## config.mk

```make
export PLATFORM = sky130hd
export DESIGN_NAME = ldpc_rate_pair_search
export DESIGN_NICKNAME = d
export VERILOG_FILES = /design/src/lrps_pkg.sv /design/src/lrps_quot.sv /design/src/ldpc_rate_pair_search.sv
export SDC_FILE = /design/constraint.sdc
export NUM_CORES = 2
export LEC_CHECK = 0
export ABC_AREA = 0
export BUFFER_PORTS_ARGS = -buffer_cell sky130_fd_sc_hd__buf_2
export CORE_MARGIN = 8
export CORE_UTILIZATION = 55
export CTS_BUF_LIST = sky130_fd_sc_hd__clkbuf_4 sky130_fd_sc_hd__clkbuf_8
export DETAILED_ROUTE_END_ITERATION = 10
export HOLD_SLACK_MARGIN = 0.06
export PLACE_DENSITY = 0.71
export SETUP_SLACK_MARGIN = 0.5
export SLEW_MARGIN = 0
export SYNTH_ARGS = -nofsm -noshare
export SYNTH_HDL_FRONTEND = slang
export SYNTH_SLANG_ARGS = --single-unit
```

## constraint.sdc

```tcl
create_clock -name clk -period 9.62 [get_ports clk]
set_clock_uncertainty 0.1 [all_clocks]
set_input_delay 1.924 -clock clk [delete_from_list [all_inputs] [get_ports clk]]
set_output_delay 1.924 -clock clk [all_outputs]
set_load 0.01 [all_outputs]
```

## src/lrps_pkg.sv

```systemverilog
`timescale 1ns / 1ps
// ----------------------------------------------------------------------------
// LDPC rate pair search - shared types and constants
// Beat structures, pair tables and constant reciprocals for the row weights.
// ----------------------------------------------------------------------------
package lrps_pkg;

    localparam int CAP_BITS    = 18;
    localparam int NUM_PAIRS   = 21;
    localparam int NUM_DIV     = 6;
    localparam int DIV_FIRST   = 4;
    localparam int RECIP_SHIFT = CAP_BITS + 4;
    localparam int RECIP_BITS  = RECIP_SHIFT - 1;
    localparam int PROD_BITS   = CAP_BITS + RECIP_SHIFT;
    localparam int PAY_BITS    = CAP_BITS + 3;

    typedef struct packed {
        logic [CAP_BITS-1:0] capacity;
        logic [CAP_BITS-1:0] net_length;
    } cmd_t;

    typedef struct packed {
        logic                found;
        logic [3:0]          col_weight;
        logic [3:0]          row_weight;
        logic [CAP_BITS-1:0] slack;
    } result_t;

    typedef struct packed {
        logic                ok;
        logic [3:0]          wc;
        logic [3:0]          wr;
        logic [CAP_BITS-1:0] slack;
    } cand_t;

    // search order: wc ascending, then wr ascending
    localparam logic [3:0] PAIR_WC [NUM_PAIRS] = '{
        4'd3, 4'd3, 4'd3, 4'd3, 4'd3, 4'd3,
        4'd4, 4'd4, 4'd4, 4'd4, 4'd4,
        4'd5, 4'd5, 4'd5, 4'd5,
        4'd6, 4'd6, 4'd6,
        4'd7, 4'd7,
        4'd8
    };

    localparam logic [3:0] PAIR_WR [NUM_PAIRS] = '{
        4'd4, 4'd5, 4'd6, 4'd7, 4'd8, 4'd9,
        4'd5, 4'd6, 4'd7, 4'd8, 4'd9,
        4'd6, 4'd7, 4'd8, 4'd9,
        4'd7, 4'd8, 4'd9,
        4'd8, 4'd9,
        4'd9
    };

    // ceil(2^RECIP_SHIFT / d): exact floor(x/d) for any x below 2^CAP_BITS
    localparam logic [RECIP_BITS-1:0] RECIP [NUM_DIV] = '{
        RECIP_BITS'(((64'd1 << RECIP_SHIFT) + 64'd3) / 64'd4),
        RECIP_BITS'(((64'd1 << RECIP_SHIFT) + 64'd4) / 64'd5),
        RECIP_BITS'(((64'd1 << RECIP_SHIFT) + 64'd5) / 64'd6),
        RECIP_BITS'(((64'd1 << RECIP_SHIFT) + 64'd6) / 64'd7),
        RECIP_BITS'(((64'd1 << RECIP_SHIFT) + 64'd7) / 64'd8),
        RECIP_BITS'(((64'd1 << RECIP_SHIFT) + 64'd8) / 64'd9)
    };

    // left side wins ties: it is earlier in search order
    function automatic cand_t cand_pick(input cand_t a, input cand_t b);
        cand_t r;
        r = a;
        if (b.ok && (!a.ok || (b.slack < a.slack))) begin
            r = b;
        end
        return r;
    endfunction

endpackage

```

## src/lrps_quot.sv

```systemverilog
`timescale 1ns / 1ps
// ----------------------------------------------------------------------------
// LDPC rate pair search - quotient stage
// Registers capacity times the reciprocal of each row weight 4..9; the
// quotients are the upper bits of the registered products.
// ----------------------------------------------------------------------------
module lrps_quot (
    input  logic                           clk,
    input  logic                           rst_n,
    input  logic                           in_valid,
    input  lrps_pkg::cmd_t                 cmd,
    output logic                           out_valid,
    output lrps_pkg::cmd_t                 cmd_out,
    output logic [lrps_pkg::CAP_BITS-1:0]  quot [lrps_pkg::NUM_DIV]
);

    logic                             valid_reg;
    lrps_pkg::cmd_t                   cmd_reg;
    logic [lrps_pkg::PROD_BITS-1:0]   prod_reg  [lrps_pkg::NUM_DIV];
    logic [lrps_pkg::PROD_BITS-1:0]   prod_next [lrps_pkg::NUM_DIV];

    always_comb
    begin
        for (int i = 0; i < lrps_pkg::NUM_DIV; i++)
        begin
            prod_next[i] = lrps_pkg::PROD_BITS'(cmd.capacity) *
                           lrps_pkg::PROD_BITS'(lrps_pkg::RECIP[i]);
        end
    end

    always_ff @(posedge clk or negedge rst_n)
    begin
        if (!rst_n)
        begin
            valid_reg <= 1'b0;
        end
        else
        begin
            valid_reg <= in_valid;
        end
    end

    always_ff @(posedge clk)
    begin
        cmd_reg  <= cmd;
        prod_reg <= prod_next;
    end

    always_comb
    begin
        for (int i = 0; i < lrps_pkg::NUM_DIV; i++)
        begin
            quot[i] = prod_reg[i][lrps_pkg::RECIP_SHIFT +: lrps_pkg::CAP_BITS];
        end
    end

    assign out_valid = valid_reg;
    assign cmd_out   = cmd_reg;

endmodule

```

## src/ldpc_rate_pair_search.sv

```systemverilog
`timescale 1ns / 1ps
// ----------------------------------------------------------------------------
// LDPC rate pair search
// Picks the (wc, wr) pair with the smallest non-negative slack below capacity.
// Done pulses once the start beat has passed the quotient, candidate, s3, s4 and result registers.
// Throughput: one beat per cycle; busy stays low, the pipeline never stalls.
// Stages: reciprocal multiply, payload and slack per pair, three min-tree stages.
// Reset: valid bits clear asynchronously; beats in flight are dropped.
// ----------------------------------------------------------------------------
module ldpc_rate_pair_search (
    input  logic                clk,
    input  logic                rst_n,
    input  logic                start,
    output logic                busy,
    input  lrps_pkg::cmd_t      cmd,
    output logic                done,
    output lrps_pkg::result_t   result
);

    logic                            q_valid;
    lrps_pkg::cmd_t                  q_cmd;
    logic [lrps_pkg::CAP_BITS-1:0]   quot [lrps_pkg::NUM_DIV];

    lrps_pkg::cand_t   cand_reg  [lrps_pkg::NUM_PAIRS];
    lrps_pkg::cand_t   cand_next [lrps_pkg::NUM_PAIRS];
    logic              cand_valid_reg;

    lrps_pkg::cand_t   lvl1 [11];
    lrps_pkg::cand_t   lvl2 [6];
    lrps_pkg::cand_t   s3_reg [6];
    logic              s3_valid_reg;

    lrps_pkg::cand_t   lvl3 [3];
    lrps_pkg::cand_t   lvl4 [2];
    lrps_pkg::cand_t   s4_reg [2];
    logic              s4_valid_reg;

    lrps_pkg::cand_t   best;
    lrps_pkg::result_t result_next;
    lrps_pkg::result_t result_reg;
    logic              done_reg;

    assign busy = 1'b0;

    lrps_quot u_quot (
        .clk       (clk),
        .rst_n     (rst_n),
        .in_valid  (start),
        .cmd       (cmd),
        .out_valid (q_valid),
        .cmd_out   (q_cmd),
        .quot      (quot)
    );

    // payload = floor(cap/wr) * (wr - wc), slack = payload - net
    always_comb
    begin
        logic [lrps_pkg::PAY_BITS-1:0] pay;
        logic [lrps_pkg::PAY_BITS-1:0] net_w;
        logic [lrps_pkg::PAY_BITS-1:0] cap_w;
        logic [lrps_pkg::PAY_BITS-1:0] diff;
        logic [3:0]                    k;
        logic [3:0]                    d_idx;
        net_w = lrps_pkg::PAY_BITS'(q_cmd.net_length);
        cap_w = lrps_pkg::PAY_BITS'(q_cmd.capacity);
        for (int i = 0; i < lrps_pkg::NUM_PAIRS; i++)
        begin
            k     = lrps_pkg::PAIR_WR[i] - lrps_pkg::PAIR_WC[i];
            d_idx = lrps_pkg::PAIR_WR[i] - 4'(lrps_pkg::DIV_FIRST);
            pay   = lrps_pkg::PAY_BITS'(quot[d_idx[2:0]]) *
                    lrps_pkg::PAY_BITS'(k);
            diff  = pay - net_w;
            cand_next[i].ok    = (pay >= net_w) && (diff < cap_w);
            cand_next[i].wc    = lrps_pkg::PAIR_WC[i];
            cand_next[i].wr    = lrps_pkg::PAIR_WR[i];
            cand_next[i].slack = diff[lrps_pkg::CAP_BITS-1:0];
        end
    end

    always_comb
    begin
        for (int i = 0; i < 10; i++)
        begin
            lvl1[i] = lrps_pkg::cand_pick(cand_reg[2*i], cand_reg[2*i+1]);
        end
        lvl1[10] = cand_reg[20];
        for (int i = 0; i < 5; i++)
        begin
            lvl2[i] = lrps_pkg::cand_pick(lvl1[2*i], lvl1[2*i+1]);
        end
        lvl2[5] = lvl1[10];
    end

    always_comb
    begin
        for (int i = 0; i < 3; i++)
        begin
            lvl3[i] = lrps_pkg::cand_pick(s3_reg[2*i], s3_reg[2*i+1]);
        end
        lvl4[0] = lrps_pkg::cand_pick(lvl3[0], lvl3[1]);
        lvl4[1] = lvl3[2];
    end

    always_comb
    begin
        best = lrps_pkg::cand_pick(s4_reg[0], s4_reg[1]);
        result_next.found      = best.ok;
        result_next.col_weight = best.ok ? best.wc : 4'd0;
        result_next.row_weight = best.ok ? best.wr : 4'd0;
        result_next.slack      = best.ok ? best.slack : '0;
    end

    always_ff @(posedge clk or negedge rst_n)
    begin
        if (!rst_n)
        begin
            cand_valid_reg <= 1'b0;
            s3_valid_reg   <= 1'b0;
            s4_valid_reg   <= 1'b0;
            done_reg       <= 1'b0;
        end
        else
        begin
            cand_valid_reg <= q_valid;
            s3_valid_reg   <= cand_valid_reg;
            s4_valid_reg   <= s3_valid_reg;
            done_reg       <= s4_valid_reg;
        end
    end

    always_ff @(posedge clk)
    begin
        cand_reg   <= cand_next;
        s3_reg     <= lvl2;
        s4_reg     <= lvl4;
        result_reg <= result_next;
    end

    assign done   = done_reg;
    assign result = result_reg;

endmodule

```

Yosys cells after proc, flatten, opt, wreduce, memory -nomap -nowiden
Cells that the tools add are included.
{"block": "word_totals", "register_bits": 825, "inputBits": 39, "output_inout_bits": 29, "word_cells": 282}
{"block": "classes", "add_sub_neg": 21, "mul": 11, "magnitude_cmp": 62, "n_mux": 20, "n_reduce_logical": 81}
{"cell": "$mux W27", "n": 20}
{"cell": "$lt A21 B18 Y1", "n": 21}
{"cell": "$lt A18 B18 Y1", "n": 20}
{"cell": "$sub A17 B18 Y19", "n": 7}
{"cell": "$ge A17 B18 Y1", "n": 7}
{"cell": "$mul A18 B20 Y38 const B", "n": 3}
{"cell": "$sub A16 B18 Y19", "n": 6}
{"cell": "$sub A18 B18 Y19", "n": 6}
{"cell": "$ge A16 B18 Y1", "n": 6}
{"cell": "$ge A18 B18 Y1", "n": 6}
{"cell": "$mul A15 B2 Y17 const B", "n": 3}
{"cell": "$logic_and A1 B1 Y1", "n": 41}
{"cell": "$sub A15 B18 Y19", "n": 2}
{"cell": "$ge A15 B18 Y1", "n": 2}
{"cell": "$mul A15 B3 Y18 const B", "n": 2}
{"cell": "$mul A16 B2 Y18 const B", "n": 2}
{"cell": "$mul A18 B18 Y36 const B", "n": 1}
{"cell": "$logic_not A1 Y1", "n": 20}
{"cell": "$logic_or A1 B1 Y1", "n": 20}

Logic depth before layout (Yosys ltp)
{"block": "depth", "depth_word": 8, "depth_mapped": 28}

Modules after synthesis
From an unflattened synthesis, not the netlist that was laid out.
{"block": "hier_totals", "cells_unflattened": 8087, "area_unflattened_um2": 73219.0}
{"module": "ldpc_rate_pair_search", "n_inst": 1, "cells_each": 6048, "area_each_um2": 52855.7}
{"module": "lrps_quot", "n_inst": 1, "cells_each": 2039, "area_each_um2": 20363.3}

Worst setup path before layout
No wires, ideal clock.
{"block": "synth_timing", "path_type": "input -> register", "from": "input port cmd[25] in the netlist's numbering", "to": "register u_quot.prod_reg, in the netlist u_quot.quot[87]", "setup_ns": 0.072, "t_arrival_ns": 7.477, "required_ns": 9.448, "setup_slack_ns": 1.971, "path_stages": 23, "n_path_buf": 0, "path_cell_list": "inv_1 ha_1 fa_1 inv_1 fa_1 inv_1 fa_1 inv_1 fa_1 inv_1 fa_1 inv_1 ha_1 a21o_1 a211o_1 nor3_1 a211oi_1 a41o_1 o211a_1 o21a_1 o21a_1 o41ai_1 xnor2_1"}
{"element": "from (decl)", "line_no": "ldpc_rate_pair_search.sv:15", "text": "input lrps_pkg::cmd_t cmd,"}
{"element": "to (signal assigned)", "line_no": "lrps_quot.sv:46", "text": "prod_reg <= prod_next;"}
{"element": "to (decl)", "line_no": "lrps_quot.sv:19", "text": "logic [lrps_pkg::PROD_BITS-1:0] prod_reg [lrps_pkg::NUM_DIV];"}

==> summary.txt <==
Status
  – Outcome: finished, final reports clean

Job
  – MaxCap Viol Count: 0

Yosys
  – Post-synth ARST share: 0.00724
  – Post-synthesis net count: 9,730
  – Synth Flop Type: dfxtp_1
  – Yosys reg bits: 691
  – Synth warnings: 0
  – Netlist Area Pre-Place: approximately 0.07 mm2
  – Seq/Total Area, Yosys: 0.198
  – Cells after Synth: between 7,000 and 8,000
  – Yosys cell types: 85
  – Number of synthesized flops with an enable pin: 0
  – Avg Inst Size Synth: 9.04 um2

Route
  – Total wire length: between 200 and 250 mm
  – # DRC: 0
  – DR WL/cell: 24.4 um
  – Vias/cell: 6.02
  – Vias: 58,213
  – First drt pass iteration count: 6
  – Post-route ant nets: 0
  – Initial DRC count: roughly 5,200

Floorplan
  – I/O pin count: between 60 and 70
  – Die height: between 300 and 400 um
  – Core area: 0.126 mm2
  – FP Rows: 130
  – Initial Util: 0.555
  – DIE AREA: approximately 0.14 mm2
  – Die X: 372 um

Timing
  – Slew at the pin with the worst max-slew slack: 1.28 ns
  – Final-report setup violation count: 0
  – Setup WS post-layout: 1.63 ns
  – Final hold vios: 0
  – Setup TNS: 0 ns
  – Peak Freq: 125 MHz
  – Fin crit period: 7.99 ns
  – Slew Limit Fails: 0
  – Slew headroom: 0.148
  – Tcrit/Tclk final: 0.831
  – RSZ-0062 raised after global routing: no

GRT
  – Vias in the first global route: between 50,000 and 60,000
  – First-pass GRT wire length: 347 mm
  – Initial antenna violation count: 20
  – GRT overflow: 0
  – GRT Util Overall: 0.335
  – Largest net degree at the start of global routing: 48

Placed design
  – PortBufs: 66
  – RD Place Congestion: 0.996
  – Dpl hpwl: about 190 mm
  – Post-place setup slack: 0.737 ns

Clock network
  – Cts hold-fix bufs: 0
  – Total CTS buffers: 130
  – Max clock buf depth: 3
  – CTS tree: done
  – Setup Buffers After CTS: 0
  – Worst-path clk slew: around 0.060 ns
  – Root Buffer: clkbuf_8
  – Cts repair resizes: 0
  – Clk_lat worst skew: 0.90 ns
  – Clock Sink Count: 691
  – H-Tree Depth: 4

Finish
  – Fillers: 10,942
  – Multi-input logic area: approximately 0.052 mm2
  – Register area: 0.0139 mm2
  – Area Growth Syn to Fin: 8.13%
  – Number of flip-flops in the largest register: 380
  – Share of layout cells above drive strength 1: 0.0625
  – # nets final: 9,918

Min path
  – Hold Crit Class: reg -> reg

Critical path
  – CP Launch Type: input port
  – Worst EP required: 10.34 ns
  – Slowest Stage Delay on Critical Path: 0.53 ns
  – CP max FO: 16
  – CP dominant cell by count: inv_1
  – Critical setup path kind: in -> reg
  – Crit. End Element: register
  – Critical-path top delay cell: fa_1
  – Crit path DAT: 8.71 ns
[metrics by stage]
step           instance area, um2  instances  hold slack, ns  utilization
5_1_grt                     75500       9668           0.225        0.600
2_1_floorplan               69800       7726           0.210            -
4_1_cts                     75500       9666           0.223        0.600
6_report                    75500       9672           0.226        0.600
3_5_place_dp                72500       9432           0.212        0.577
3_3_place_gp                72500       9432           0.215        0.577
[cell usage in the layout, fill, tap and decap left out, types with 125 or more instances in the layout]
master | synthesis | routed
a21o_1 | 321 | 321
a21oi_1 | 589 | 588
clkbuf_8 | 0 | 160
dfxtp_1 | 686 | 686
fa_1 | 349 | 349
ha_1 | 1616 | 1616
inv_1 | 1104 | 1101
mux2i_1 | 132 | 132
nand2_1 | 263 | 263
nor2_1 | 500 | 499
nor3_1 | 126 | 125
o21ai_0 | 337 | 337
xnor2_1 | 299 | 299
[worst paths after layout]
path	from	endpoint	slack [ns]	depth (start not counted)
hold / removal	cand_reg[14]$_DFF_P_	s3_reg[14]$_DFF_P_	0.23	0
setup reg to reg	cand_reg[1]$_DFF_P_	s3_reg[96]$_DFF_P_	2.44	23
max in group asynchronous	rst_n	s3_valid_reg$_DFF_PN0_	8.52	1
hold reg to reg	cand_reg[14]$_DFF_P_	s3_reg[14]$_DFF_P_	0.23	0
min in group asynchronous	rst_n	u_quot.out_valid$_DFF_PN0_	0.77	1
setup / recovery	cmd[34]	u_quot.quot[87]$_DFF_P_	1.63	25
[routing by layer]
metal,part of all wire,wire length [um],vias up,global-route usage
met5,0.00026,61,-,0
met4,0.073,17200,8,0.204
met3,0.10,23600,734,0.0750
met2,0.42,100000,2522,0.515
met1,0.40,95100,27493,0.427
li1,-,-,27456,-
[critical path, delay by kind of cell]
family / cells / cell delay [ns]
fa+ha+maj: 7 / 3.13
compound gates: 8 / 1.87
buf+inv: 7 / 1.07
xor+xnor: 2 / 0.46
simple gates: 1 / 0.23
[cell usage after synthesis (all sizes together) (12+ instances only)]
| library cell | instances | share of area |
|---|---|---|
| ha | 1616 | 0.29 |
| inv | 1105 | 0.059 |
| dfxtp | 686 | 0.20 |
| a21oi | 591 | 0.043 |
| nor2 | 500 | 0.027 |
| fa | 349 | 0.10 |
| o21ai | 344 | 0.025 |
| a21o | 321 | 0.035 |
| xnor2 | 299 | 0.038 |
| nand2 | 263 | 0.014 |
| mux2i | 132 | 0.019 |
| nor3 | 126 | 0.0090 |
| nand4 | 117 | 0.010 |
| nor2b | 115 | 0.010 |
| xor2 | 105 | 0.013 |
| o21a | 101 | 0.011 |
| nand3 | 95 | 0.0068 |
| nand2b | 74 | 0.0066 |
| mux2 | 71 | 0.011 |
| clkbuf | 63 | 0.0034 |
| a211oi | 52 | 0.0056 |
| a21boi | 50 | 0.0054 |
| o21bai | 49 | 0.0053 |
| and3 | 38 | 0.0034 |
| o211ai | 32 | 0.0034 |
| a31oi | 31 | 0.0028 |
| or3 | 28 | 0.0025 |
| and2 | 25 | 0.0022 |
| a22o | 24 | 0.0030 |
| buf | 24 | 0.0018 |
| o2111ai | 24 | 0.0030 |
| or2 | 23 | 0.0021 |
| a2111oi | 22 | 0.0028 |
| and4 | 21 | 0.0026 |
| o31ai | 21 | 0.0023 |
| nor4 | 16 | 0.0014 |
| a221oi | 14 | 0.0021 |
| o41ai | 14 | 0.0019 |
| a41oi | 12 | 0.0015 |
| o31a | 12 | 0.0015 |
[layout make-up]
type                            count  share of cell area
Antenna cell                        6            0.000199
Clock buffer                      188              0.0320
Clock inverter                     46             0.00756
Inverter                         1105              0.0549
Multi-Input combinational cell   5843               0.682
Sequential cell                   691               0.184
Tap cell                         1650              0.0273
Timing Repair Buffer              143              0.0120
[cell families after synthesis]
family | share of synthesized area
mux | 0.0304
xor+xnor | 0.0507
flops | 0.198
buf+inv | 0.0646
fa+ha+maj | 0.390
compound gates | 0.164
other cells | 0.0000537
simple gates | 0.102
Power is not shown: default switching activity piles up to over one toggle a cycle in this logic, so the estimate is an artifact.
